### src/rtl/core/alex_pkg.sv
`timescale 1ns / 1ps
// ----------------------------------------------------------------------------
// Arithmetic expression lexer package
// Token kinds, character classes, lexer modes and the queue item format
// shared by the front end, the queue and the token engine.
// ----------------------------------------------------------------------------
package alex_pkg;

   localparam int unsigned KIND_W  = 4;
   localparam int unsigned VALUE_W = 31;
   localparam int unsigned POS_W   = 16;
   localparam int unsigned LEN_W   = 8;

   localparam logic [KIND_W-1:0] KIND_INT       = 4'd0;
   localparam logic [KIND_W-1:0] KIND_PLUS      = 4'd1;
   localparam logic [KIND_W-1:0] KIND_MINUS     = 4'd2;
   localparam logic [KIND_W-1:0] KIND_MUL       = 4'd3;
   localparam logic [KIND_W-1:0] KIND_DIV       = 4'd4;
   localparam logic [KIND_W-1:0] KIND_LPAREN    = 4'd5;
   localparam logic [KIND_W-1:0] KIND_RPAREN    = 4'd6;
   localparam logic [KIND_W-1:0] KIND_ASSIGN    = 4'd7;
   localparam logic [KIND_W-1:0] KIND_SEMICOLON = 4'd8;
   localparam logic [KIND_W-1:0] KIND_IDENT     = 4'd9;
   localparam logic [KIND_W-1:0] KIND_END       = 4'd10;
   localparam logic [KIND_W-1:0] KIND_ERROR     = 4'd11;

   localparam logic [VALUE_W-1:0] VALUE_MAX = 31'h7FFF_FFFF;
   localparam logic [LEN_W-1:0]   LEN_MAX   = 8'hFF;

   typedef enum logic [2:0] {
      CLASS_SEP     = 3'd0,
      CLASS_DIGIT   = 3'd1,
      CLASS_LETTER  = 3'd2,
      CLASS_SYMBOL  = 3'd3,
      CLASS_ILLEGAL = 3'd4,
      CLASS_EOT     = 3'd5
   } alex_class_type;

   typedef enum logic [2:0] {
      MODE_IDLE  = 3'b001,
      MODE_INT   = 3'b010,
      MODE_IDENT = 3'b100
   } alex_mode_type;

   typedef struct packed {
      alex_class_type     cls;
      logic [3:0]         digit;
      logic [KIND_W-1:0]  sym_kind;
      logic [POS_W-1:0]   line;
      logic [POS_W-1:0]   column;
   } alex_item_type;

endpackage

### src/rtl/core/alex_if.sv
`timescale 1ns / 1ps
// ----------------------------------------------------------------------------
// Lexer channel interfaces
// Valid/ready channels for incoming characters and outgoing tokens.
// ----------------------------------------------------------------------------
interface alex_req_if;
   logic        valid;
   logic        ready;
   logic [7:0]  ch;
   logic        end_of_text;
   logic [15:0] line;
   logic [15:0] column;

   modport source (output valid, ch, end_of_text, line, column, input ready);
   modport sink   (input valid, ch, end_of_text, line, column, output ready);
endinterface

interface alex_rsp_if;
   logic        valid;
   logic        ready;
   logic [3:0]  kind;
   logic [30:0] value;
   logic [15:0] start_line;
   logic [15:0] start_column;
   logic [7:0]  length;
   logic        overflow;
   logic        last;

   modport source (output valid, kind, value, start_line, start_column, length,
                   overflow, last, input ready);
   modport sink   (input valid, kind, value, start_line, start_column, length,
                   overflow, last, output ready);
endinterface

### src/rtl/core/alex_front.sv
`timescale 1ns / 1ps
// ----------------------------------------------------------------------------
// Lexer front end
// Accepts characters and sorts each into a class before it is queued.
// ----------------------------------------------------------------------------
module alex_front
   import alex_pkg::*;
(
   alex_req_if.sink        req_chan,
   input  logic            queue_full,
   output logic            push_valid,
   output alex_item_type   push_item
);

   logic [7:0] c;

   assign c = req_chan.ch;
   assign req_chan.ready = !queue_full;
   assign push_valid     = req_chan.valid && !queue_full;

   always_comb begin
      push_item.digit    = c[3:0];
      push_item.sym_kind = KIND_INT;
      push_item.line     = req_chan.line;
      push_item.column   = req_chan.column;
      if (req_chan.end_of_text) begin
         push_item.cls = CLASS_EOT;
      end else begin
         case (c) inside
            8'h20, 8'h09, 8'h0A:         push_item.cls = CLASS_SEP;
            ["0":"9"]:                   push_item.cls = CLASS_DIGIT;
            ["A":"Z"], ["a":"z"]:        push_item.cls = CLASS_LETTER;
            "+", "-", "*", "/", "(", ")", "=", ";":
                                         push_item.cls = CLASS_SYMBOL;
            default:                     push_item.cls = CLASS_ILLEGAL;
         endcase
      end
      case (c)
         "+":     push_item.sym_kind = KIND_PLUS;
         "-":     push_item.sym_kind = KIND_MINUS;
         "*":     push_item.sym_kind = KIND_MUL;
         "/":     push_item.sym_kind = KIND_DIV;
         "(":     push_item.sym_kind = KIND_LPAREN;
         ")":     push_item.sym_kind = KIND_RPAREN;
         "=":     push_item.sym_kind = KIND_ASSIGN;
         ";":     push_item.sym_kind = KIND_SEMICOLON;
         default: push_item.sym_kind = KIND_INT;
      endcase
   end

endmodule

### src/rtl/core/alex_queue.sv
`timescale 1ns / 1ps
// ----------------------------------------------------------------------------
// Lexer item queue
// Small register queue between the front end and the token engine.
// ----------------------------------------------------------------------------
module alex_queue
   import alex_pkg::*;
#(
   parameter int unsigned DEPTH = 4
)(
   input  logic            clock,
   input  logic            reset,
   input  logic            push_valid,
   input  alex_item_type   push_item,
   output logic            full,
   output logic            pop_valid,
   output alex_item_type   pop_item,
   input  logic            pop_ready
);

   localparam int unsigned PTR_W = (DEPTH > 1) ? $clog2(DEPTH) : 1;
   localparam int unsigned CNT_W = $clog2(DEPTH + 1);
   localparam logic [PTR_W-1:0] PTR_LAST = PTR_W'(DEPTH - 1);
   localparam logic [CNT_W-1:0] CNT_FULL = CNT_W'(DEPTH);

   alex_item_type    store_ff [DEPTH];
   logic [PTR_W-1:0] wr_ptr_ff, wr_ptr_in;
   logic [PTR_W-1:0] rd_ptr_ff, rd_ptr_in;
   logic [CNT_W-1:0] count_ff, count_in;
   logic             do_push, do_pop;

   assign full      = (count_ff == CNT_FULL);
   assign pop_valid = (count_ff != '0);
   assign pop_item  = store_ff[rd_ptr_ff];
   assign do_push   = push_valid && !full;
   assign do_pop    = pop_valid && pop_ready;

   always_comb begin
      wr_ptr_in = wr_ptr_ff;
      rd_ptr_in = rd_ptr_ff;
      count_in  = count_ff;
      if (do_push) begin
         wr_ptr_in = (wr_ptr_ff == PTR_LAST) ? '0 : wr_ptr_ff + 1'b1;
      end
      if (do_pop) begin
         rd_ptr_in = (rd_ptr_ff == PTR_LAST) ? '0 : rd_ptr_ff + 1'b1;
      end
      if (do_push && !do_pop) begin
         count_in = count_ff + 1'b1;
      end else if (do_pop && !do_push) begin
         count_in = count_ff - 1'b1;
      end
   end

   always_ff @(posedge clock) begin
      if (reset) begin
         wr_ptr_ff <= '0;
         rd_ptr_ff <= '0;
         count_ff  <= '0;
      end else begin
         wr_ptr_ff <= wr_ptr_in;
         rd_ptr_ff <= rd_ptr_in;
         count_ff  <= count_in;
      end
   end

   always_ff @(posedge clock) begin
      if (do_push) begin
         store_ff[wr_ptr_ff] <= push_item;
      end
   end

endmodule

### src/rtl/core/alex_back.sv
`timescale 1ns / 1ps
// ----------------------------------------------------------------------------
// Lexer token engine
// Runs the idle/integer/identifier automaton over classified characters and
// drives the registered token output.
// ----------------------------------------------------------------------------
module alex_back
   import alex_pkg::*;
(
   input  logic            clock,
   input  logic            reset,
   input  logic            head_valid,
   input  alex_item_type   head,
   output logic            head_pop,
   alex_rsp_if.source      rsp_chan
);

   alex_mode_type       mode_ff, mode_in;
   logic [VALUE_W-1:0]  acc_ff, acc_in;
   logic [POS_W-1:0]    tok_line_ff, tok_line_in;
   logic [POS_W-1:0]    tok_col_ff, tok_col_in;
   logic [LEN_W-1:0]    tok_len_ff, tok_len_in;
   logic                tok_ovf_ff, tok_ovf_in;
   // Set while the current item still owes its second token.
   logic                second_ff, second_in;

   logic                rsp_valid_ff;
   logic [KIND_W-1:0]   rsp_kind_ff, rsp_kind_in;
   logic [VALUE_W-1:0]  rsp_value_ff, rsp_value_in;
   logic [POS_W-1:0]    rsp_line_ff, rsp_line_in;
   logic [POS_W-1:0]    rsp_col_ff, rsp_col_in;
   logic [LEN_W-1:0]    rsp_len_ff, rsp_len_in;
   logic                rsp_ovf_ff, rsp_ovf_in;
   logic                rsp_last_ff, rsp_last_in;

   logic                out_free, fire, emit;
   logic                is_digit, is_letter, idle_emits;
   logic                continue_tok, close_tok;
   logic [VALUE_W+3:0]  acc_next;
   logic [LEN_W-1:0]    len_next;

   assign out_free   = !rsp_valid_ff || rsp_chan.ready;
   assign fire       = head_valid && out_free;
   assign is_digit   = (head.cls == CLASS_DIGIT);
   assign is_letter  = (head.cls == CLASS_LETTER);
   assign idle_emits = (head.cls == CLASS_SYMBOL) || (head.cls == CLASS_ILLEGAL) ||
                       (head.cls == CLASS_EOT);

   assign continue_tok = !second_ff && head.cls != CLASS_EOT &&
                         ((mode_ff == MODE_INT && is_digit) ||
                          (mode_ff == MODE_IDENT && is_letter));
   assign close_tok    = !second_ff && (mode_ff != MODE_IDLE) && !continue_tok;

   // acc * 10 + digit as two shifts and two adds.
   assign acc_next = ({4'b0, acc_ff} << 3) + ({4'b0, acc_ff} << 1) +
                     {(VALUE_W)'(0), head.digit};
   assign len_next = (tok_len_ff == LEN_MAX) ? tok_len_ff : tok_len_ff + 1'b1;

   always_comb begin
      mode_in     = mode_ff;
      acc_in      = acc_ff;
      tok_line_in = tok_line_ff;
      tok_col_in  = tok_col_ff;
      tok_len_in  = tok_len_ff;
      tok_ovf_in  = tok_ovf_ff;
      second_in   = second_ff;
      head_pop    = 1'b0;
      emit        = 1'b0;

      rsp_kind_in  = KIND_END;
      rsp_value_in = '0;
      rsp_line_in  = head.line;
      rsp_col_in   = head.column;
      rsp_len_in   = '0;
      rsp_ovf_in   = 1'b0;
      rsp_last_in  = 1'b1;

      if (fire) begin
         if (continue_tok) begin
            head_pop   = 1'b1;
            tok_len_in = len_next;
            if (mode_ff == MODE_INT) begin
               if (|acc_next[VALUE_W+3:VALUE_W]) begin
                  acc_in     = VALUE_MAX;
                  tok_ovf_in = 1'b1;
               end else begin
                  acc_in = acc_next[VALUE_W-1:0];
               end
            end
         end else begin
            if (close_tok) begin
               emit         = 1'b1;
               rsp_kind_in  = (mode_ff == MODE_INT) ? KIND_INT : KIND_IDENT;
               rsp_value_in = (mode_ff == MODE_INT) ? acc_ff : '0;
               rsp_ovf_in   = (mode_ff == MODE_INT) ? tok_ovf_ff : 1'b0;
               rsp_line_in  = tok_line_ff;
               rsp_col_in   = tok_col_ff;
               rsp_len_in   = tok_len_ff;
               rsp_last_in  = !idle_emits;
               mode_in      = MODE_IDLE;
               acc_in       = '0;
               tok_line_in  = '0;
               tok_col_in   = '0;
               tok_len_in   = '0;
               tok_ovf_in   = 1'b0;
            end
            if (close_tok && idle_emits) begin
               // Output slot is taken; the item's own token goes out next.
               second_in = 1'b1;
            end else begin
               head_pop  = 1'b1;
               second_in = 1'b0;
               case (head.cls)
                  CLASS_SEP: begin
                  end
                  CLASS_DIGIT: begin
                     mode_in     = MODE_INT;
                     acc_in      = {(VALUE_W-4)'(0), head.digit};
                     tok_line_in = head.line;
                     tok_col_in  = head.column;
                     tok_len_in  = 8'd1;
                     tok_ovf_in  = 1'b0;
                  end
                  CLASS_LETTER: begin
                     mode_in     = MODE_IDENT;
                     acc_in      = '0;
                     tok_line_in = head.line;
                     tok_col_in  = head.column;
                     tok_len_in  = 8'd1;
                     tok_ovf_in  = 1'b0;
                  end
                  CLASS_SYMBOL: begin
                     emit        = 1'b1;
                     rsp_kind_in = head.sym_kind;
                     rsp_len_in  = 8'd1;
                  end
                  CLASS_ILLEGAL: begin
                     emit        = 1'b1;
                     rsp_kind_in = KIND_ERROR;
                     rsp_len_in  = 8'd1;
                  end
                  CLASS_EOT: begin
                     emit        = 1'b1;
                     rsp_kind_in = KIND_END;
                     mode_in     = MODE_IDLE;
                     acc_in      = '0;
                     tok_line_in = '0;
                     tok_col_in  = '0;
                     tok_len_in  = '0;
                     tok_ovf_in  = 1'b0;
                  end
                  default: begin
                     emit        = 1'b1;
                     rsp_kind_in = KIND_ERROR;
                     rsp_len_in  = 8'd1;
                  end
               endcase
            end
         end
      end
   end

   always_ff @(posedge clock) begin
      if (reset) begin
         mode_ff      <= MODE_IDLE;
         acc_ff       <= '0;
         tok_line_ff  <= '0;
         tok_col_ff   <= '0;
         tok_len_ff   <= '0;
         tok_ovf_ff   <= 1'b0;
         second_ff    <= 1'b0;
         rsp_valid_ff <= 1'b0;
      end else begin
         mode_ff     <= mode_in;
         acc_ff      <= acc_in;
         tok_line_ff <= tok_line_in;
         tok_col_ff  <= tok_col_in;
         tok_len_ff  <= tok_len_in;
         tok_ovf_ff  <= tok_ovf_in;
         second_ff   <= second_in;
         if (emit) begin
            rsp_valid_ff <= 1'b1;
         end else if (rsp_chan.ready) begin
            rsp_valid_ff <= 1'b0;
         end
      end
   end

   always_ff @(posedge clock) begin
      if (emit) begin
         rsp_kind_ff  <= rsp_kind_in;
         rsp_value_ff <= rsp_value_in;
         rsp_line_ff  <= rsp_line_in;
         rsp_col_ff   <= rsp_col_in;
         rsp_len_ff   <= rsp_len_in;
         rsp_ovf_ff   <= rsp_ovf_in;
         rsp_last_ff  <= rsp_last_in;
      end
   end

   assign rsp_chan.valid        = rsp_valid_ff;
   assign rsp_chan.kind         = rsp_kind_ff;
   assign rsp_chan.value        = rsp_value_ff;
   assign rsp_chan.start_line   = rsp_line_ff;
   assign rsp_chan.start_column = rsp_col_ff;
   assign rsp_chan.length       = rsp_len_ff;
   assign rsp_chan.overflow     = rsp_ovf_ff;
   assign rsp_chan.last         = rsp_last_ff;

   a_second_idle: assert property (@(posedge clock) disable iff (reset)
      second_ff |-> (mode_ff == MODE_IDLE))
      else $error("pending second token while a token is open");

   a_second_after_emit: assert property (@(posedge clock) disable iff (reset)
      $rose(second_ff) |-> (rsp_valid_ff && !rsp_last_ff))
      else $error("second token owed without a first one");

   a_ovf_int_only: assert property (@(posedge clock) disable iff (reset)
      (rsp_valid_ff && (rsp_ovf_ff || rsp_value_ff != '0)) |-> (rsp_kind_ff == KIND_INT))
      else $error("value or overflow on a non-integer token");

   a_end_last: assert property (@(posedge clock) disable iff (reset)
      (rsp_valid_ff && (rsp_kind_ff == KIND_END || rsp_kind_ff == KIND_ERROR)) |->
      rsp_last_ff)
      else $error("end or error token not marked last");

endmodule

### src/rtl/core/arithmetic_expression_lexer.sv
`timescale 1ns / 1ps
// ----------------------------------------------------------------------------
// Arithmetic expression lexer
// Turns a character stream into integer, identifier, symbol, end and error
// tokens with their start position, length and saturated integer value.
// ----------------------------------------------------------------------------
//  channel    dir  payload
//  req_chan   in   ch, end_of_text, line, column
//  rsp_chan   out  kind, value, start_line, start_column, length, overflow, last
//
//  One character per cycle; the engine issues one token per cycle while the
//  output is free; a character that ends a token and gives its own yields two.
//  Characters pass through a QUEUE_DEPTH-entry queue, so the input stalls
//  only when that queue is full; the output is a single register stage.
//  Reset is synchronous and returns the automaton to idle with an empty queue.
// ----------------------------------------------------------------------------
module arithmetic_expression_lexer
   import alex_pkg::*;
#(
   parameter int unsigned QUEUE_DEPTH = 4
)(
   input  logic        clock,
   input  logic        reset,
   alex_req_if.sink    req_chan,
   alex_rsp_if.source  rsp_chan
);

   logic          queue_full;
   logic          push_valid;
   alex_item_type push_item;
   logic          head_valid;
   alex_item_type head_item;
   logic          head_pop;

   alex_front u_front (
      .req_chan   (req_chan),
      .queue_full (queue_full),
      .push_valid (push_valid),
      .push_item  (push_item)
   );

   alex_queue #(
      .DEPTH (QUEUE_DEPTH)
   ) u_queue (
      .clock      (clock),
      .reset      (reset),
      .push_valid (push_valid),
      .push_item  (push_item),
      .full       (queue_full),
      .pop_valid  (head_valid),
      .pop_item   (head_item),
      .pop_ready  (head_pop)
   );

   alex_back u_back (
      .clock      (clock),
      .reset      (reset),
      .head_valid (head_valid),
      .head       (head_item),
      .head_pop   (head_pop),
      .rsp_chan   (rsp_chan)
   );

endmodule
### src/flat_wrapper.sv
// flat-port wrapper written by rule: the top's interface ports become plain ports
module arithmetic_expression_lexer_flat import alex_pkg::*;
#(
   parameter int unsigned QUEUE_DEPTH = 4
)
  (clock, reset, req_chan_valid, req_chan_ch, req_chan_end_of_text, req_chan_line, req_chan_column, req_chan_ready, rsp_chan_valid, rsp_chan_kind, rsp_chan_value, rsp_chan_start_line, rsp_chan_start_column, rsp_chan_length, rsp_chan_overflow, rsp_chan_last, rsp_chan_ready);
  alex_req_if req_chan_i ();
  alex_rsp_if rsp_chan_i ();
  input  logic clock;
  input  logic reset;
  input wire logic [$bits(req_chan_i.valid)-1:0] req_chan_valid;
  input wire logic [$bits(req_chan_i.ch)-1:0] req_chan_ch;
  input wire logic [$bits(req_chan_i.end_of_text)-1:0] req_chan_end_of_text;
  input wire logic [$bits(req_chan_i.line)-1:0] req_chan_line;
  input wire logic [$bits(req_chan_i.column)-1:0] req_chan_column;
  output wire logic [$bits(req_chan_i.ready)-1:0] req_chan_ready;
  output wire logic [$bits(rsp_chan_i.valid)-1:0] rsp_chan_valid;
  output wire logic [$bits(rsp_chan_i.kind)-1:0] rsp_chan_kind;
  output wire logic [$bits(rsp_chan_i.value)-1:0] rsp_chan_value;
  output wire logic [$bits(rsp_chan_i.start_line)-1:0] rsp_chan_start_line;
  output wire logic [$bits(rsp_chan_i.start_column)-1:0] rsp_chan_start_column;
  output wire logic [$bits(rsp_chan_i.length)-1:0] rsp_chan_length;
  output wire logic [$bits(rsp_chan_i.overflow)-1:0] rsp_chan_overflow;
  output wire logic [$bits(rsp_chan_i.last)-1:0] rsp_chan_last;
  input wire logic [$bits(rsp_chan_i.ready)-1:0] rsp_chan_ready;
  assign req_chan_i.valid = req_chan_valid;
  assign req_chan_i.ch = req_chan_ch;
  assign req_chan_i.end_of_text = req_chan_end_of_text;
  assign req_chan_i.line = req_chan_line;
  assign req_chan_i.column = req_chan_column;
  assign req_chan_ready = req_chan_i.ready;
  assign rsp_chan_valid = rsp_chan_i.valid;
  assign rsp_chan_kind = rsp_chan_i.kind;
  assign rsp_chan_value = rsp_chan_i.value;
  assign rsp_chan_start_line = rsp_chan_i.start_line;
  assign rsp_chan_start_column = rsp_chan_i.start_column;
  assign rsp_chan_length = rsp_chan_i.length;
  assign rsp_chan_overflow = rsp_chan_i.overflow;
  assign rsp_chan_last = rsp_chan_i.last;
  assign rsp_chan_i.ready = rsp_chan_ready;
  arithmetic_expression_lexer #(.QUEUE_DEPTH(QUEUE_DEPTH)) u_core (.clock(clock), .reset(reset), .req_chan(req_chan_i), .rsp_chan(rsp_chan_i));
endmodule
### config.mk
export PLATFORM = sky130hd
export DESIGN_NAME = arithmetic_expression_lexer_flat
export DESIGN_NICKNAME = d
export VERILOG_FILES = /design/src/rtl/core/alex_pkg.sv /design/src/rtl/core/alex_if.sv /design/src/rtl/core/alex_front.sv /design/src/rtl/core/alex_queue.sv /design/src/rtl/core/alex_back.sv /design/src/rtl/core/arithmetic_expression_lexer.sv /design/src/flat_wrapper.sv
export SDC_FILE = /design/constraint.sdc
export NUM_CORES = 1
export LEC_CHECK = 0
export ABC_AREA = 1
export ABC_CLOCK_PERIOD_IN_PS = 8810
export CAP_MARGIN = 0
export CORE_MARGIN = 5
export CORE_UTILIZATION = 50
export CTS_CLUSTER_DIAMETER = 80
export DETAILED_ROUTE_END_ITERATION = 10
export DONT_BUFFER_PORTS = 1
export GPL_ROUTABILITY_DRIVEN = 0
export SYNTH_ARGS = -nofsm -noshare
export SYNTH_HDL_FRONTEND = slang
export SYNTH_SLANG_ARGS = --single-unit
### constraint.sdc
create_clock -name clock -period 8.81 [get_ports clock]
set_input_delay 1.762 -clock clock [delete_from_list [all_inputs] [get_ports clock]]
set_output_delay 1.762 -clock clock [all_outputs]
set_load 0.01 [all_outputs]
[Word level (Yosys, flattened, before mapping)]
Memories as Yosys holds them, arrays and structs flattened. A register that Yosys moved wholly into a read port is not among the register bits.
Index checks and enable logic that the tools add are counted.
Word-level totals
  bits of input ports: 45
  register bits after elaboration: 161
  memories: 1
  output and inout bits: 79
  memory bits (writable): 172
Memory list
  u_core.u_queue.store_ff: depth 4, bits a word 43, read ports 1, clocked after Yosys merged registers in 1, wr ports 1, RTL line alex_queue.sv:26  | alex_item_type store_ff [DEPTH];
Cells by class
  reductions and logical operators: 47
  muxes and demuxes: 64
  add/sub/neg operators: 7
  order comparisons: 6
  eq/ne operators: 27
  bitwise operators: 4
Operator list (number)
  two-way mux 16 bit: 10
  two-way mux 31 bit: 5
  == test 8 x 6 -> 1 bit, second input constant: 9
  one-hot mux 16 bit (2 select lines): 2
  one-hot mux 31 bit (2 select lines): 1
  two-way mux 8 bit: 7
  adder 34 x 32 -> 35 bit: 1
  adder 35 x 4 -> 35 bit: 1
  one-hot mux 4 bit (8 select lines): 1
  two-way mux 3 bit: 9
  two-way mux 1 bit: 19
  == test 8 x 4 -> 1 bit, second input constant: 2
  greater-or-equal comparator 8 x 7 -> 1 bit, second input constant: 2
  less-or-equal comparator 8 x 7 -> 1 bit, second input constant: 2
  logical AND 1 bit: 16
  one-hot mux 8 bit (2 select lines): 1
  == test 3 bit, second input constant: 4
  two-way mux 4 bit: 3
  one-hot mux 4 bit (3 select lines): 1
  OR reduction 3 bit: 4
  OR reduction 4 bit: 3
  == test 3 x 2 -> 1 bit, second input constant: 3
  one-hot mux 3 bit (3 select lines): 1
  adder 8 x 1 -> 8 bit, second input constant: 1
  23 further kinds: 47

[Logic depth before layout (Yosys ltp)]
Gate-level depths: netlist of the first run.
  word-level depth: 14
  depth in mapped cells: 22

[Hierarchy]
Synthesis of the first run repeated with hierarchy kept, for this count alone.
Second synthesis, totals
  cells, all modules: 1768
  area total of the unflattened synthesis: 16677.2 µm²
Modules (own cells, without submodules)
  alex_back: area each 9217.6 µm², cells an instance 1171, instances 1
  alex_queue: area each 6852.8 µm², cells an instance 485, instances 1
  alex_front: area each 606.8 µm², cells an instance 112, instances 1

[Worst setup path after synthesis of the first run]
OpenSTA, ideal clock, no wires.
  path kind: input port to flip-flop
  from: in rsp_chan_ready
  to: reg u_core.u_back.rsp_kind_ff[0], in the netlist u_core.u_back.rsp_chan.kind[0] (enable)
  data arrival time: 6129 ps
  setup slack: 2142 ps
  stages: 4
  path through: nor2_1 > a31oi_1 > nand2_4 > a21oi_1
Between the ends
  longest elaborated chain between the ends: 3
Ends and longest elaborated chain
  from (decl): RTL line flat_wrapper.sv:25  | input wire logic [$bits(rsp_chan_i.ready)-1:0] rsp_chan_ready;
  logical OR 1 bit: RTL line alex_back.sv:42  | assign out_free = !rsp_valid_ff || rsp_chan.ready;
  logical AND 1 bit: RTL line alex_back.sv:43  | assign fire = head_valid && out_free;
  two-way mux 1 bit: RTL line alex_back.sv:78  | if (fire) begin
  named net u_core.u_back.emit: RTL line alex_back.sv:36  | logic out_free, fire, emit;
  to (signal assigned): RTL line alex_back.sv:191  | rsp_kind_ff <= rsp_kind_in;
  to (decl): RTL line alex_back.sv:28  | logic [KIND_W-1:0] rsp_kind_ff, rsp_kind_in;
The timed path passes the listed nets, and every way through them passes these cells.
A chain may end at the register's enable or synchronous reset.

==> results.toml, run 1 <==
[run_status]
status = "finished clean"

[synthesis]
synth_edf_count = 249
synth-async-reset-ratio_pct = 0
yosys_warnings = 0
yosysUniqueCellTypes = 45
ys_seq_area_share_pct = 57.6
yosysTopAreaCellShare_pct = 46.8
yosys-top-cells-area = "edfxtp_1, dfxtp_1, nand2_1"
synth_flop_cell = "edfxtp_1"
synth.largest_area_cell = "edfxtp_1"
synth.ff_latch_count = 335
synth_cells = 1709
syn_area_per_cell_um2 = 9.34
synth_nets = 1825
syn_area_mm2 = 0.0160

[critical_path]
critPathRequiredTime_ns = 9.20
cp-start-kind = "register"
slowest_delay_ns = 0.73
cp_common_cell = "nand2_1"
worstPathCellList = "buf_4, inv_2, o21ai_0, o22ai_1, fa_1, fa_1, nand2_1, nand2_1, nand3b_1, nand2_1, nand2_1, nand2_1, nand2_1, nand2_1, nand2_1, nand2_1, nor2_1, nand2_2, o21ai_0, a21oi_1"
path_delay_family = "simple AND/OR/NAND/NOR gates"
cp.arrival_ns = 5.39
crit_fanout = 46
worst-setup-path-type = "register to register"
crit_buf_inv = 2
worst_setup_path_end_kind = "register"
cp_slowest_cell = "inv_2"

[final_layout]
diodes = 0
fillers = 2782
final_area_mm2 = 0.0175
layout_commonest_cell = "nand2_1"
area.growth.synth_to_final_pct = 9.48
multi_input_area_mm2 = 0.00585
layout-drive-gt1-share_pct = 5.73
seqCellArea_mm2 = 0.00920
fin_nets = 1815
final_cell_mix = "nand2_1, edfxtp_1, nor2_1"

[timing]
slew_headroom_pct = 20.9
drv_slew = 0
hold_violations = 0
tightest_slew_ns = 1.19
hold_ws_ns = 0.459
final.min_clock_period_ns = 5.00
tns_ns = 0
finalSetupViolations = 0
fin_crit_sh_pct = 56.7
fin_skew_ns = 0.0290
rsz0062_at_grt = "false"
fmax_mhz = 200

[clocking]
clk_latency_ns = 0.54
ctsHoldBuffers = 0
cts_max_level = 2
cts_tree = "yes"
cts_root_buf = "clkbuf_16"
numCtsBuffers = 38
cts.repair.resized = 0
postCtsSetupBuffers = 0
cts.sinks = 335
cts.path.max_buffers = 3
clk_pin_slew_worst_paths_ns = 0.06

[job]
drv_cap = 0

[placement]
dpl-instance-area_mm2 = 0.0163
port_buffers = 0
hpwl_mm = 23.9

[floorplan]
io-pin-count = 124
dieArea_mm2 = 0.0356
initial_core_util_pct = 50.6
die_y_um = 189
die_w_um = 189
core_mm2 = 0.0316
core.rowCount = 65

[power]
vdd_drop_max_uv = 242
p_leak_nw = 7.11
power_density_mw_per_mm2 = 304

[global_routing]
track_usage_pct = 21.1
grt_pass1_vias = 11499
grt-ovfl-total = 0
grt_pass1_wl_mm = 60.7
grt_start_max_net_pins = 88
antenna_found_initial = 0

[route]
routed_wl_mm = 37.7
wl_per_cell_um = 17.7
route.detailed.drc = 0
antenna_left = 0
firstDrtPassIters = 6
drt_iter0_drc = 771
viasPerCell = 5.41
vias = 11513

[hold_path]
hp-class = "register to register"
## cells by family (layout without fill, tap and decap cells)
kind of cell / Yosys count / after routing / synth area share, %
xor+xnor: 28 / 28 / 1.54
simple gates: 709 / 709 / 18.1
flops: 335 / 335 / 57.6
compound gates: 325 / 325 / 11.0
fa+ha+maj: 71 / 71 / 5.71
buf+inv: 241 / 260 / 6.01
## through the flow
stage | setup slack, ns | cells | power, W | util [%]
floorplan | 2.14 | 1709 | 0.00346 | -
global placement | 4.05 | 2061 | 0.00386 | 51.7
detailed placement | 3.86 | 2061 | 0.00389 | 51.7
CTS | 3.84 | 2130 | 0.00539 | 55.4
global route | 3.34 | 2130 | 0.00564 | 55.4
finish | 3.81 | 2130 | 0.00532 | 55.4
## power by group
part	switching [W]	internal [W]	total, W
combinational	0.00110	0.000354	0.00145
clock	0.000619	0.000863	0.00148
sequential	0.000222	0.00216	0.00238
## synthesized netlist by cell type, drive strengths merged, types with 2 or more instances
cell     instances
o22ai           35
a32o             2
nand4            7
clkbuf          37
edfxtp         249
a21oi          114
xnor2            6
buf             24
nor2           193
nand2          438
fa               3
o2111ai          2
a31oi            2
nor3            15
nand3           48
o211ai           2
xor2            22
o311ai           4
dfxtp           86
o21bai           4
inv            180
o31ai            3
a32oi            2
nand3b           3
nor4             2
o21ai          148
ha              68
a211oi           3
or2              2
## state kept, by name, summed over array words and instances, names as in the netlist, named ones only
| name | flops |
|---|---|
| u_core.u_back.rsp_chan.last | 1 |
| u_core.u_queue.rd_ptr_ff | 2 |
| u_core.u_back.rsp_chan.value | 31 |
| u_core.u_queue.store_ff | 172 |
| u_core.u_back.tok_line_ff | 16 |
| u_core.u_back.tok_len_ff | 8 |
| u_core.u_back.rsp_chan.valid | 1 |
| u_core.u_back.tok_ovf_ff | 1 |
| u_core.u_back.second_ff | 1 |
| u_core.u_queue.wr_ptr_ff | 2 |
| u_core.u_back.mode_ff | 3 |
| u_core.u_back.rsp_chan.length | 8 |
| u_core.u_back.rsp_chan.start_line | 16 |
| u_core.u_queue.count_ff | 3 |
| u_core.u_back.rsp_chan.overflow | 1 |
| u_core.u_back.rsp_chan.kind | 4 |
| u_core.u_back.tok_col_ff | 16 |
| u_core.u_back.rsp_chan.start_column | 16 |
| u_core.u_back.acc_ff | 31 |
## layout make-up
class	count	share of cell area, %
flip-flops and latches	335	52.6
multi-input cells	1133	33.5
clock buffers	52	5.74
inverters	180	3.87
well taps	402	2.88
clock inverters	17	0.917
repair buffers	11	0.473
## worst min-delay path: stages, from the launching register on
cell and delay (ns):
dfxtp_1 0.31, nand2_1 0.06, a21oi_1 0.05
## path summary, 6_finish.rpt
| path | from | to | slack (ns) | depth (start not counted) |
|---|---|---|---|---|
| min reg2reg | u_core.u_back.tok_col_ff[4] | u_core.u_back.tok_col_ff[4] | 0.46 | 2 |
| min | u_core.u_back.tok_col_ff[4] | u_core.u_back.tok_col_ff[4] | 0.46 | 2 |
| max reg2reg | register | u_core.u_back.acc_ff[24] | 3.81 | 20 |
| max | register | u_core.u_back.acc_ff[24] | 3.81 | 20 |
## per-layer routing
layer | global-route usage [%] | share of wire [%]
met1 | 27.0 | 44
met2 | 36.6 | 49
met3 | 4.46 | 5.4
met4 | 5.69 | 2.2
met5 | 0 | 0
Note: power is estimated with default switching activity, not from simulation.
==> run 2, diff against run 1 <==
--- a/config.mk
+++ b/config.mk
@@ -5,8 +5,8 @@
 export SDC_FILE = /design/constraint.sdc
 export NUM_CORES = 1
 export LEC_CHECK = 0
-export ABC_AREA = 1
-export ABC_CLOCK_PERIOD_IN_PS = 8810
+export ABC_AREA = 0
+export ABC_CLOCK_PERIOD_IN_PS = 4550
 export CAP_MARGIN = 0
 export CORE_MARGIN = 5
 export CORE_UTILIZATION = 50
@@ -14,6 +14,7 @@
 export DETAILED_ROUTE_END_ITERATION = 10
 export DONT_BUFFER_PORTS = 1
 export GPL_ROUTABILITY_DRIVEN = 0
+export PLACE_DENSITY = 0.68
 export SYNTH_ARGS = -nofsm -noshare
 export SYNTH_HDL_FRONTEND = slang
 export SYNTH_SLANG_ARGS = --single-unit
==> constraint.sdc (replaced) <==
create_clock -name clock -period 4.55 [get_ports clock]
set_input_delay 0.91 -clock clock [delete_from_list [all_inputs] [get_ports clock]]
set_output_delay 0.91 -clock clock [all_outputs]
set_load 0.01 [all_outputs]
==> run 2 against run 1 <==
Effect of this change:
- critical path depth down 7
- register-to-register slack worse by 3.6 ns
- final cell count down 31%
- maximum frequency up 16%
- combinational power up 52%
- non-clock buffer count up 12
- critical endpoint is now u_core.u_back.acc_ff[9]
- largest cell class unchanged
- sequential share of layout area up 2.8 points
- hold slack better by 0.0013 ns
- global-route usage down 2.8 points
==> results.toml, run 2 <==
[floorplan]
die_y_um = 183
die_w_um = 183
initial_core_util_pct = 50.4
dieArea_mm2 = 0.0334
core_mm2 = 0.0296
core.rowCount = 63
io-pin-count = 124

[critical_path]
worst_setup_path_end_kind = "register"
cp.arrival_ns = 4.70
slowest_delay_ns = 0.53
cp_slowest_cell = "mux4_2"
worstPathCellList = "mux4_2, fa_1, ha_1, a21oi_1, nor2_1, o21ai_1, a31oi_1, a211o_1, o31a_1, a2111oi_4, nand2_1, buf_4, o221a_1"
critPathRequiredTime_ns = 4.95
crit_fanout = 17
rr_worst_depth = 13
worst-setup-path-type = "register to register"
cp-start-kind = "register"

[power]
power_density_mw_per_mm2 = 588
p_leak_nw = 6.09
vdd_drop_max_uv = 386

[global_routing]
grt-ovfl-total = 0
grt_pass1_wl_mm = 49.2
antenna_found_initial = 0
track_usage_pct = 18.3
grt_pass1_vias = 8861
grt_start_max_net_pins = 40

[final_layout]
largest_reg_flops = 172
multi_input_area_mm2 = 0.00544
fillers = 2388
layout-drive-gt1-share_pct = 16.6
diodes = 0
final_cell_mix = "edfxtp_1, dfxtp_1, ha_1"
final_core_util_pct = 56.2
area.growth.synth_to_final_pct = 11.4
fin_nets = 1160
regMostFlops = "u_core.u_queue.store_ff"
layout_commonest_cell = "edfxtp_1"
seqCellArea_mm2 = 0.00920
layout.cells.non_filler = 1461

[timing]
rsz0062_at_grt = "false"
hold_violations = 0
drv_slew = 0
fin_skew_ns = 0.0124
final.min_clock_period_ns = 4.30
fin_crit_sh_pct = 94.6
fmax_mhz = 232
fin_ws_ns = 0.246
tightest_slew_ns = 0.886
tns_ns = 0
slew_headroom_pct = 40.7
finalSetupViolations = 0
hold_ws_ns = 0.460

[route]
wl_per_cell_um = 20.8
route.detailed.drc = 0
firstDrtPassIters = 5
viasPerCell = 5.87
routed.top_layer = "met4"
wl_met1_mm = 12.9
wl_met2_mm = 15.2
vias = 8583
wl_met3_mm = 1.70
routed_wl_mm = 30.4
antenna_left = 0
drt_iter0_drc = 537

[placement]
hpwl_mm = 20.0
port_buffers = 0
dp_slack_ns = 0.0927
dp_cells = 1397

[synthesis]
yosys-top-cells-area = "edfxtp_1, dfxtp_1, mux4_2"
synth_cells = 1036
synth.largest_area_cell = "edfxtp_1"
synth_flop_cell = "edfxtp_1"
muxShareOfSynthArea_pct = 9.26
synth_compound_area_share_pct = 11.4
synth_most_common_cell = "edfxtp_1"
yosys_warnings = 0
syn_area_per_cell_um2 = 14.4
synth.ff_latch_count = 335
yosysTopAreaCellShare_pct = 50.2
yosysUniqueCellTypes = 65
synth_top_family_by_area = "compound AO/OA/AOI/OAI gates"
syn_area_mm2 = 0.0149
synth-async-reset-ratio_pct = 0
ys_top_cells_by_count = "edfxtp_1, dfxtp_1, ha_1"
synth_edf_count = 249
ys_seq_area_share_pct = 61.7
synthXorXnorAreaFrac_pct = 1.76
synth-adder-area-share_pct = 6.11
synth-simple-area-share_pct = 7.76
synth_nets = 1152

[hold_path]
min_from = "reset"
hold_path_depth = 1
hp-class = "input pin to register"

[clocking]
cts.path.max_buffers = 3
cts_tree = "yes"
cts_root_buf = "clkbuf_16"
numCtsBuffers = 35
cts.sinks = 335
clk_pin_slew_worst_paths_ns = 0.06
postCtsSetupBuffers = 0
clk_latency_ns = 0.52
cts_max_level = 2

[job]
drv_cap = 0

[run_status]
status = "finished clean"
[run 2: changes by cell type after synthesis, moves of 25 or more]
cell | previous run | this run
nand3_1 | 46 | 15
and2_1 | 1 | 42
mux2_2 | 0 | 33
a21oi_1 | 114 | 57
o22ai_1 | 35 | 2
o221a_1 | 0 | 25
o21ai_0 | 128 | 27
inv_1 | 172 | 18
nor2_1 | 184 | 50
mux4_2 | 0 | 43
nand2_1 | 425 | 48
a22o_1 | 0 | 36
[run 2: logic make-up after synthesis]
family | count (synthesis)
buffers and inverters | 70
DFF | 335
adders and majority gates | 71
and+or+nand+nor | 222
AOI/OAI and AO/OA | 228
xor gates and xnor gates | 30
muxes | 80
[run 2: path summary, 6_finish.rpt]
check | to | slack (ns)
max reg2reg | u_core.u_back.acc_ff[9] | 0.25
max | u_core.u_back.acc_ff[9] | 0.25
min reg2reg | u_core.u_back.tok_line_ff[15] | 0.48
min | u_core.u_back.tok_len_ff[1] | 0.46
[run 2: power breakdown]
group	total (W)	switching [W]	internal, W
logic	0.00221	0.00133	0.000884
registers	0.00457	0.000449	0.00412
clock network	0.00299	0.00119	0.00180
total	0.00977	0.00297	0.00680
[run 2: area by class of cell]
cell class,count,area share [%]
tap,390,2.94
sequential,335,55.4
inverter,18,0.414
multi-input combinational,631,32.7
clock buffer,41,5.47
timing repair buffer,23,1.11
clock inverter,23,1.91
[run 2: routing by layer]
layer  track usage [%]  vias up
li1                  -     4066
met1              24.0     4219
met2              31.1      244
met3              3.93       54
met4              5.04        0
met5                 0        -
[run 2: what timing repair did]
item / 4_1_cts / 5_1_grt
setup endpoints to repair: 0 / 29
gates resized for setup: 0 / 3
endpoints found under the hold margin: 0 / 0
hold buffers: 0 / 0
[run 2: worst max-delay path: cells and delay by family (launching register included)]
kind	cells	cell delay, ns
compound gates	7	1.91
fa+ha+maj	2	0.83
mux	1	0.53
flops	1	0.39
simple gates	2	0.28
buf+inv	1	0.24
[run 2: metrics by stage]
stage | power, W | cell area, µm²
after floorplan | 0.00619 | 14900
after global routing | 0.0103 | 16600
final | 0.00977 | 16600
after CTS | 0.00991 | 16600
after detailed placement | 0.00688 | 15400
after global placement | 0.00683 | 15400
==> run 3, diff against run 2 <==
--- a/config.mk
+++ b/config.mk
@@ -6,7 +6,7 @@
 export NUM_CORES = 1
 export LEC_CHECK = 0
 export ABC_AREA = 0
-export ABC_CLOCK_PERIOD_IN_PS = 4550
+export ABC_CLOCK_PERIOD_IN_PS = 4700
 export CAP_MARGIN = 0
 export CORE_MARGIN = 5
 export CORE_UTILIZATION = 50
@@ -14,7 +14,6 @@
 export DETAILED_ROUTE_END_ITERATION = 10
 export DONT_BUFFER_PORTS = 1
 export GPL_ROUTABILITY_DRIVEN = 0
-export PLACE_DENSITY = 0.68
 export SYNTH_ARGS = -nofsm -noshare
 export SYNTH_HDL_FRONTEND = slang
 export SYNTH_SLANG_ARGS = --single-unit
==> constraint.sdc (replaced) <==
create_clock -name clock -period 4.7 [get_ports clock]
set_input_delay 0.94 -clock clock [delete_from_list [all_inputs] [get_ports clock]]
set_output_delay 0.94 -clock clock [all_outputs]
set_load 0.01 [all_outputs]
==> run 3 against run 2 <==
Effect of this change:
- core utilization is 0.22 points lower
- critical path depth stayed put
- power is 5.1% lower
- maximum frequency is 0.98% lower
- combinational power is 4% lower
- register-to-register slack better by 0.11 ns
- clock power is 8.7% lower
- design area is 0.38% lower
- clock-buffer cell count is 12 higher
- critical path type unchanged
==> results.toml, run 3 (synthesis results as in run 2) <==
[run_status]
status = "finished clean"

[power]
clkPwrFrac_pct = 29.4
seqPwrFrac_pct = 47.7
vdd_drop_max_uv = 353
p_int_w = 0.00645
finalPower_w = 0.00928
switching_share_pct = 30.5
p_sw_w = 0.00283
power_density_mw_per_mm2 = 561
p_leak_nw = 6.06
power_frac_comb_pct = 22.9

[critical_path]
cp_num_cells = 13
slowest_delay_ns = 0.54
cp-start-kind = "register"
critPathRequiredTime_ns = 5.11
crit_buf_inv = 1
rr_worst_depth = 13
crit_fanout = 16
worstSetupEndpoint = "u_core.u_back.acc_ff[15]"
cp_slowest_cell = "mux4_2"
cp.arrival_ns = 4.75
reg2reg_to = "u_core.u_back.acc_ff[15]"
worst-setup-path-type = "register to register"
worst_setup_path_end_kind = "register"
worstPathCellList = "mux4_2, fa_1, fa_1, a21o_1, a221oi_2, or3_1, a31oi_1, a31oi_1, o21ai_2, a2111oi_4, nand2_1, buf_4, o221a_1"
path_delay_family = "compound AO/OA/AOI/OAI gates"
worst-r2r-setup-slack_ns = 0.35

[clocking]
cts_tree = "yes"
cts.sinks = 335
cts_max_level = 2
ctsHoldBuffers = 0
cts_root_buf = "clkbuf_16"
cts.path.max_buffers = 3
clk_latency_ns = 0.53
numCtsBuffers = 36
clk_pin_slew_worst_paths_ns = 0.06

[floorplan]
core.rowCount = 63
io-pin-count = 124
core_mm2 = 0.0296
die_y_um = 183
dieArea_mm2 = 0.0334
initial_core_util_pct = 50.4
die_w_um = 183

[route]
antenna_left = 0
drt_iter0_drc = 486
vias = 8474
routed_wl_mm = 30.0
route.detailed.drc = 0
viasPerCell = 5.79
firstDrtPassIters = 5
wl_per_cell_um = 20.5

[timing]
hold_violations = 0
drv_slew = 0
slew_headroom_pct = 41.5
fmax_mhz = 230
final.min_clock_period_ns = 4.35
finalSetupViolations = 0
tns_ns = 0
rsz0062_at_grt = "false"
tightest_slew_ns = 0.873
fin_crit_sh_pct = 92.5
hold_ws_ns = 0.473
fin_skew_ns = 0.0210

[final_layout]
area.growth.synth_to_final_pct = 11.0
layout-drive-gt1-share_pct = 16.3
largest_reg_flops = 172
fin_nets = 1161
final_cell_mix = "edfxtp_1, dfxtp_1, ha_1"
fillers = 2401
multi_input_area_mm2 = 0.00543
final_core_util_pct = 56.0
diodes = 0
seqCellArea_mm2 = 0.00920
layout.cells.non_filler = 1463
regMostFlops = "u_core.u_queue.store_ff"
layout_commonest_cell = "edfxtp_1"

[global_routing]
track_usage_pct = 18.1
grt-ovfl-total = 0
antenna_found_initial = 0
grt_pass1_wl_mm = 48.3
grt_pass1_vias = 8487
grt_start_max_net_pins = 44

[hold_path]
hp-class = "register to register"

[job]
drv_cap = 0

[placement]
hpwl_mm = 19.6
dp_cells = 1397
port_buffers = 0
[run 3: per-layer routing]
| layer | vias up | GRT usage [%] | wire, µm | share of wire, % |
|---|---|---|---|---|
| li1 | 4055 | - | - | - |
| met1 | 4208 | 24.7 | 13400 | 45 |
| met2 | 178 | 29.5 | 14500 | 48 |
| met3 | 33 | 4.70 | 1620 | 5.4 |
| met4 | 0 | 3.42 | 451 | 1.5 |
| met5 | - | 0 | 0 | 0 |
[run 3: power groups by stage]
| stage | clock network (W) | logic [W] | registers [W] |
|---|---|---|---|
| after floorplan | 0 | 0.00159 | 0.00440 |
| after global placement | 0 | 0.00213 | 0.00450 |
| after detailed placement | 0 | 0.00215 | 0.00451 |
| after CTS | 0.00281 | 0.00216 | 0.00445 |
| after global routing | 0.00295 | 0.00235 | 0.00449 |
| final | 0.00273 | 0.00212 | 0.00443 |
[run 3: metrics by stage]
stage          setup WS (ns)  cell area (µm²)
6_report               0.354            16500
3_5_place_dp           0.216            15400
5_1_grt               0.0963            16500
2_1_floorplan          0.467            14900
3_3_place_gp           0.317            15400
4_1_cts                0.224            16500
[run 3: cell type report]
type | count | share of cell area [%]
Inverter | 18 | 0.416
Tap cell | 390 | 2.95
Clock inverter | 13 | 0.726
Sequential cell | 335 | 55.6
Clock buffer | 53 | 6.25
Multi-Input combinational cell | 631 | 32.8
Timing Repair Buffer | 23 | 1.19
[run 3: what timing repair did]
item | 4_1_cts | 5_1_grt
setup endpoints to repair | 0 | 29
setup buffers | 0 | 0
resized for setup | 0 | 1
[run 3: worst min path at each step]
stage                                       startpoint                      endpoint  slack, ns  depth (start not counted)
after floorplan               u_core.u_back.tok_ovf_ff      u_core.u_back.tok_ovf_ff       0.44                          2
after global placement    u_core.u_back.tok_col_ff[15]  u_core.u_back.tok_col_ff[15]       0.46                          1
after detailed placement  u_core.u_back.tok_line_ff[2]  u_core.u_back.tok_line_ff[2]       0.46                          1
after CTS                                        reset      u_core.u_back.tok_ovf_ff       0.46                          1
after global routing                             reset      u_core.u_back.acc_ff[22]       0.45                          1
final                     u_core.u_back.tok_col_ff[13]  u_core.u_back.tok_col_ff[13]       0.47                          1
